File: config.mk
export PLATFORM = sky130hd
export DESIGN_NAME = cact_ctrl
export DESIGN_NICKNAME = d
export VERILOG_FILES = /design/src/hdl/cact_pkg.sv /design/src/hdl/cact_ctrl.sv
export SDC_FILE = /design/constraint.sdc
export NUM_CORES = 1
export LEC_CHECK = 0
export BUFFER_PORTS_ARGS = -buffer_cell sky130_fd_sc_hd__buf_2
export CAP_MARGIN = 25
export CORE_MARGIN = 2
export CORE_UTILIZATION = 35
export DETAILED_ROUTE_END_ITERATION = 8
export REMOVE_ABC_BUFFERS = 1
export SLEW_MARGIN = 20
export SYNTH_ARGS = -nofsm -noshare
export SYNTH_HDL_FRONTEND = slang
export SYNTH_SLANG_ARGS = --single-unit
export TNS_END_PERCENT = 10
File: constraint.sdc
create_clock -name clk -period 1.8 [get_ports clk]
set_input_delay 0.36 -clock clk [delete_from_list [all_inputs] [get_ports clk]]
set_output_delay 0.36 -clock clk [all_outputs]
set_load 0.1 [all_outputs]
File: src/hdl/cact_pkg.sv
// Shared types and constants for the call-arc counting table.
`default_nettype none

package cact_pkg;

	// Table depth default and word widths.
	localparam int ARC_ENTRIES_DEF = 64;
	localparam int ADDR_W          = 32;
	localparam int KEY_W           = 2 * ADDR_W;
	localparam int COUNT_W         = 32;
	localparam logic [COUNT_W-1:0] COUNT_MAX = '1;

	// Operation codes carried in the func field.
	localparam logic FUNC_RECORD = 1'b0;
	localparam logic FUNC_DUMP   = 1'b1;

	// Request word.
	typedef struct packed {
		logic              func;
		logic [ADDR_W-1:0] caller_addr;
		logic [ADDR_W-1:0] callee_addr;
	} req_t;

	// Response word.
	typedef struct packed {
		logic [ADDR_W-1:0]  arc_caller;
		logic [ADDR_W-1:0]  arc_callee;
		logic [COUNT_W-1:0] arc_count;
		logic               table_empty;
		logic               arcs_dropped;
		logic               last_arc;
	} rsp_t;

	// Commands from the controller to the datapath.
	typedef struct packed {
		logic key_load;
		logic idx_clr;
		logic idx_inc;
		logic idx_dec;
		logic idx_load_used;
		logic pos_save;
		logic rd_prev;
		logic wr_bump;
		logic wr_shift;
		logic wr_insert;
		logic used_inc;
		logic ovf_set;
		logic out_load_arc;
		logic out_load_empty;
	} ctl_cmd_t;

	// Status from the datapath to the controller.
	typedef struct packed {
		logic idx_eq_used;
		logic idx_eq_pos;
		logic idx_last;
		logic key_lt;
		logic key_eq;
		logic full;
		logic empty;
		logic slot_free;
	} ctl_status_t;

endpackage

`default_nettype wire

File: src/hdl/cact_ctrl.sv
// Controller state machine of the call-arc counting table.
`default_nettype none

module cact_ctrl import cact_pkg::*; (
	input  wire logic        clk,
	input  wire logic        arst_n,
	input  wire logic        req_valid,
	output      logic        req_ready,
	input  wire logic        func,
	input  wire ctl_status_t status,
	output      ctl_cmd_t    cmd
);

	localparam logic [3:0] ST_IDLE      = 4'd0;
	localparam logic [3:0] ST_SCAN_RD   = 4'd1;
	localparam logic [3:0] ST_SCAN_CMP  = 4'd2;
	localparam logic [3:0] ST_SHIFT_CHK = 4'd3;
	localparam logic [3:0] ST_SHIFT_RD  = 4'd4;
	localparam logic [3:0] ST_SHIFT_WR  = 4'd5;
	localparam logic [3:0] ST_INSERT    = 4'd6;
	localparam logic [3:0] ST_DUMP_RD   = 4'd7;
	localparam logic [3:0] ST_DUMP_LD   = 4'd8;
	localparam logic [3:0] ST_EMPTY     = 4'd9;

	logic [3:0] state_q;
	logic [3:0] state_nxt;

	assign req_ready = (state_q == ST_IDLE);

	// Next state and commands.
	always_comb begin
		state_nxt = state_q;
		cmd       = '0;
		unique case (state_q)
			ST_IDLE: begin
				if (req_valid) begin
					cmd.key_load = 1'b1;
					cmd.idx_clr  = 1'b1;
					if (func == FUNC_RECORD) begin
						state_nxt = ST_SCAN_RD;
					end else if (status.empty) begin
						state_nxt = ST_EMPTY;
					end else begin
						state_nxt = ST_DUMP_RD;
					end
				end
			end
			// Walk the sorted table until a key not below the new one or the end of the stored arcs.
			ST_SCAN_RD: begin
				if (status.idx_eq_used) begin
					if (status.full) begin
						cmd.ovf_set = 1'b1;
						state_nxt   = ST_IDLE;
					end else begin
						cmd.pos_save = 1'b1;
						state_nxt    = ST_SHIFT_CHK;
					end
				end else begin
					state_nxt = ST_SCAN_CMP;
				end
			end
			ST_SCAN_CMP: begin
				if (status.key_lt) begin
					cmd.idx_inc = 1'b1;
					state_nxt   = ST_SCAN_RD;
				end else if (status.key_eq) begin
					cmd.wr_bump = 1'b1;
					state_nxt   = ST_IDLE;
				end else if (status.full) begin
					cmd.ovf_set = 1'b1;
					state_nxt   = ST_IDLE;
				end else begin
					// Remember the slot, then move the upper arcs up from the end.
					cmd.pos_save      = 1'b1;
					cmd.idx_load_used = 1'b1;
					state_nxt         = ST_SHIFT_CHK;
				end
			end
			ST_SHIFT_CHK: begin
				if (status.idx_eq_pos) begin
					state_nxt = ST_INSERT;
				end else begin
					cmd.rd_prev = 1'b1;
					state_nxt   = ST_SHIFT_RD;
				end
			end
			ST_SHIFT_RD: begin
				cmd.rd_prev = 1'b1;
				state_nxt   = ST_SHIFT_WR;
			end
			ST_SHIFT_WR: begin
				cmd.wr_shift = 1'b1;
				cmd.idx_dec  = 1'b1;
				state_nxt    = ST_SHIFT_CHK;
			end
			ST_INSERT: begin
				cmd.wr_insert = 1'b1;
				cmd.used_inc  = 1'b1;
				state_nxt     = ST_IDLE;
			end
			// Dump: one arc per read, held until the response slot frees up.
			ST_DUMP_RD: begin
				state_nxt = ST_DUMP_LD;
			end
			ST_DUMP_LD: begin
				if (status.slot_free) begin
					cmd.out_load_arc = 1'b1;
					cmd.idx_inc      = 1'b1;
					state_nxt        = status.idx_last ? ST_IDLE : ST_DUMP_RD;
				end
			end
			ST_EMPTY: begin
				if (status.slot_free) begin
					cmd.out_load_empty = 1'b1;
					state_nxt          = ST_IDLE;
				end
			end
			default: begin
				state_nxt = ST_IDLE;
			end
		endcase
	end

	// State register.
	always_ff @(posedge clk or negedge arst_n) begin
		if (!arst_n) begin
			state_q <= ST_IDLE;
		end else begin
			state_q <= state_nxt;
		end
	end

endmodule

`default_nettype wire

== Word level (Yosys, flattened, before mapping) ==
Cells that the tools add are included.
Storage, ports and cells
  register bits after elaboration: 4
  input bits: 12
  logic and storage cells: 53
Cells by class
  reductions and logical operators: 2
  muxes and demuxes: 38
  equal/unequal tests: 12
Operators with widths (count)
  4-bit one-hot mux with 9 select lines: 1
  4-bit two-way mux: 7
  2-bit two-way mux: 9
  4-bit by 3-bit equality test with 1-bit output (second input constant): 4
  1-bit two-way mux: 16
  4-bit by 2-bit equality test with 1-bit output (second input constant): 2
  4-bit equality test (second input constant): 2
  1-bit one-hot mux with 2 select lines: 4
  2-bit inequality test (second input constant): 3
  4-bit by 1-bit equality test with 1-bit output (second input constant): 1
  4-bit logical NOT: 1
  3-bit two-way mux: 1
  3-bit AND reduction: 1

== Logic depth before layout (Yosys ltp) ==
  word-level depth: 4
  mapped depth: 6

== Least setup slack after synthesis ==
Ideal clock, no wire load.
  kind: reg2out
  start point: reg state_q[3]
  end point: out cmd[13] in the netlist's numbering
  cell stages (with the launch flop): 6
  arrival time: 4990 ps
  buffers on the path: 3
  slack: -3550 ps
  data required time: 1440 ps
  path through: dfrtp_1 buf_4 buf_6 nor4_1 and2_1 buf_4
RTL lines
  from (decl): line cact_ctrl.sv:25  | logic [3:0] state_q;
  from (signal assigned): line cact_ctrl.sv:129  | state_q <= state_nxt;
  to (decl): line cact_ctrl.sv:11  | output ctl_cmd_t cmd

==> results by group <==
Outcome
  • Status: complete, but fails checks
  • Failing checks: negative setup slack

STA
  • RSZ-0062 raised after global routing: true
  • Worst slew pin tran: 285 ps
  • Slew margin rel.: 80.8%
  • Post-route setup slack: -105 ps
  • Post-route clock period utilization: 106%
  • Fmax: 525 MHz
  • Final setup viols: 9
  • Post-layout min period: 1900 ps
  • Setup_tns: -480 ps
  • Post-Route Skew: 6.05 ps
  • Final hold violations: 0
  • Final Max Tran Viols: 0

Synthesis
  • Post-synth EDFFs: 0
  • Yosys warnings: 0
  • Synthesized area: 534 sq um
  • Post-synth top flop: dfrtp_1
  • Seq/Total Area, Yosys: 18.7%
  • Synth Instances: 70
  • Async S/R FF share, synth: 100%
  • Average size of a mapped cell: 7.63 sq um
  • Post-synth cell types: 34
  • Synth Register Bits: 4
  • Post-synth top area share: 18.7%
  • Area leader, netlist: dfrtp_1
  • Synth area leaders: dfrtp_1 (19%), buf_6 (8.4%), buf_4 (5.6%)

Floorplanning
  • # IOs: 27
  • Effective utilization at floorplan: 36.3%
  • Row cnt: 14
  • Core Region: 1470 sq um
  • Die X: 43.1 um
  • Die extent in y: 43.1 um
  • Die Area: 1860 sq um

Global route
  • Initial antenna violation count: 0
  • Grt total ovfl: 0
  • Pin count of the biggest net entering global routing: 12
  • Vias in the first global route: 574
  • GR Util All Layers: 18.3%
  • First-pass GRT wire length: 2570 um

Critical path
  • Arr. time, crit path: 1540 ps
  • R2R depth: 5
  • Crit Path Max Fanout: 7
  • WS Path Type: reg2out
  • Reg2reg end: state_q[3]
  • Worst endpoint required time: 1440 ps
  • Crit. End Element: output port
  • Worst Setup Start Kind: flip-flop
  • R2R Path Start: state_q[1]
  • Reg2Reg Setup Slack: 300 ps

Clock tree
  • CTS HTree Levels: 1
  • Clock Latency Late Sink: 230 ps
  • Clock Pin Slew Worst Setup and Hold Paths: 40 ps
  • Clk root buf: clkbuf_4
  • Clock Sinks: 4
  • Max Buffers Root-to-Sink: 2
  • CTS tree: yes
  • CTS Buf Count: 3

Detailed routing
  • Vias: 665
  • Residual DRC: 0
  • WL per Instance: 14.6 um
  • Antenna viol nets, final: 0
  • Detailed Routing Iterations Pass 1: 4
  • Drt first-iter violations: 17
  • DRT Wirelength: 1740 um
  • Via-per-instance ratio: 5.59

Final layout
  • Ant diodes: 0
  • Utilization after layout: 72.0%
  • Largest regs: state_q (4)
  • Share of post-route cells with drive strength above 1: 64.1%
  • Fillers: 107
  • Largest register by flop count: state_q
  • Nets: 117
  • P&R area growth vs syn: 98.4%
  • Max reg flops: 4

Hold path
  • HP Class: in2async

Pwr
  • Leak: 0.000437 uW
  • Sw Share: 56.5%
  • Combinational share of power: 83.9%
  • Tot Pwr: 2020 uW
  • Reg power frac: 10.5%
  • Pwr per Cell Area: 1900 nW/um^2
  • NetSw: 1140 uW
  • Worst VDD drop: 0.980 mV
  • Clk pwr share: 5.5%
  • Power Internal: 878 uW

Place
  • Port bufs: 26
  • Hpwl dp: 1160 um
  • Placer congestion estimate: 0.903

Run
  • Max Cap Violations: 0
-- layout by cell type, fill, tap and decap left out, types with 2 or more instances in the layout --
master and instances:
a21oi_1 3, a31oi_1 3, and2_4 2, buf_12 15
buf_2 11, buf_4 11, clkbuf_4 3, dfrtp_2 3
nand2_1 3, nand2_2 2, nand2b_1 2, nand3b_1 3
nor2_1 6, nor2_4 2, nor3_2 2, o21ai_1 2
o21bai_1 2
-- synth_stat cells (3+ instances only) --
| library cell | number |
|---|---|
| nor2_1 | 8 |
| nand2_1 | 5 |
| a21oi_1 | 4 |
| buf_4 | 4 |
| buf_6 | 4 |
| dfrtp_1 | 4 |
| a31oi_1 | 3 |
| nand2b_1 | 3 |
| nand3b_1 | 3 |
| nor3_1 | 3 |
-- cells by family (layout without fill, tap and decap cells) --
logic type             count (synthesis)  in the layout  share of synthesized area, %
and+or+nand+nor                       37             37                          41.0
DFF                                    4              4                          18.7
buffers and inverters                 10             43                          15.5
AOI/OAI and AO/OA                     19             19                          24.8
-- worst max-delay path, cell delays in order, from the launching register on --
cell and delay, ps:
dfrtp_2 440, nand2b_4 190, o32ai_4 220, nand2_1 100
nor2_2 160, buf_12 190
-- layer usage --
metal | vias up | global-route usage [%] | wire (um) | share of wire (%)
met3 | 0 | 4.68 | 124 | 7.1
met4 | 0 | 3.64 | 0 | 0
met2 | 35 | 31.8 | 957 | 55
li1 | 315 | - | - | -
met5 | - | 0 | 0 | 0
met1 | 315 | 22.7 | 656 | 38
-- worst max-delay path by stage --
stage	startpoint	to	slack, ps
2_1_floorplan	state_q[3]	cmd[12]	-3710
3_3_place_gp	state_q[1]	cmd[13]	40
3_5_place_dp	state_q[0]	cmd[8]	40
4_1_cts	state_q[2]	cmd[9]	-50
5_1_grt	state_q[0]	cmd[8]	-170
6_report	state_q[0]	cmd[8]	-100
-- through the flow --
stage	area, sq um	setup slack [ps]	hold WS (ps)	std cells
after floorplan	459	-3710	64.4	62
after global placement	902	43.4	169	113
after detailed placement	902	44.8	171	113
after CTS	1010	-51.6	438	118
after global routing	1060	-170	460	119
final	1060	-105	462	119
-- power groups by stage --
stage | registers (uW) | logic, uW | clock network, uW
2_1_floorplan | 228 | 781 | 0
3_3_place_gp | 187 | 1490 | 0
3_5_place_dp | 190 | 1490 | 0
4_1_cts | 205 | 1600 | 116
5_1_grt | 217 | 1760 | 124
6_report | 213 | 1690 | 111
-- final cells by class --
type | instances | area [sq um] | area share [%]
Inverter | 2 | 7.51 | 0.708
Multi-Input combinational cell | 56 | 458 | 43.2
Timing Repair Buffer | 38 | 448 | 42.3
Clock buffer | 3 | 22.5 | 2.13
Tap cell | 16 | 20.0 | 1.89
Sequential cell | 4 | 104 | 9.80
-- timing repair --
action | in CTS | in global routing
resized for setup | 18 | 8
pin swaps | 3 | 4
buffers inserted | 1 | 1
hold buffers | 1 | 0
endpoints found under the hold margin | 4 | 0
setup endpoints to repair | 13 | 12
Power figures use the tool's default switching activity.
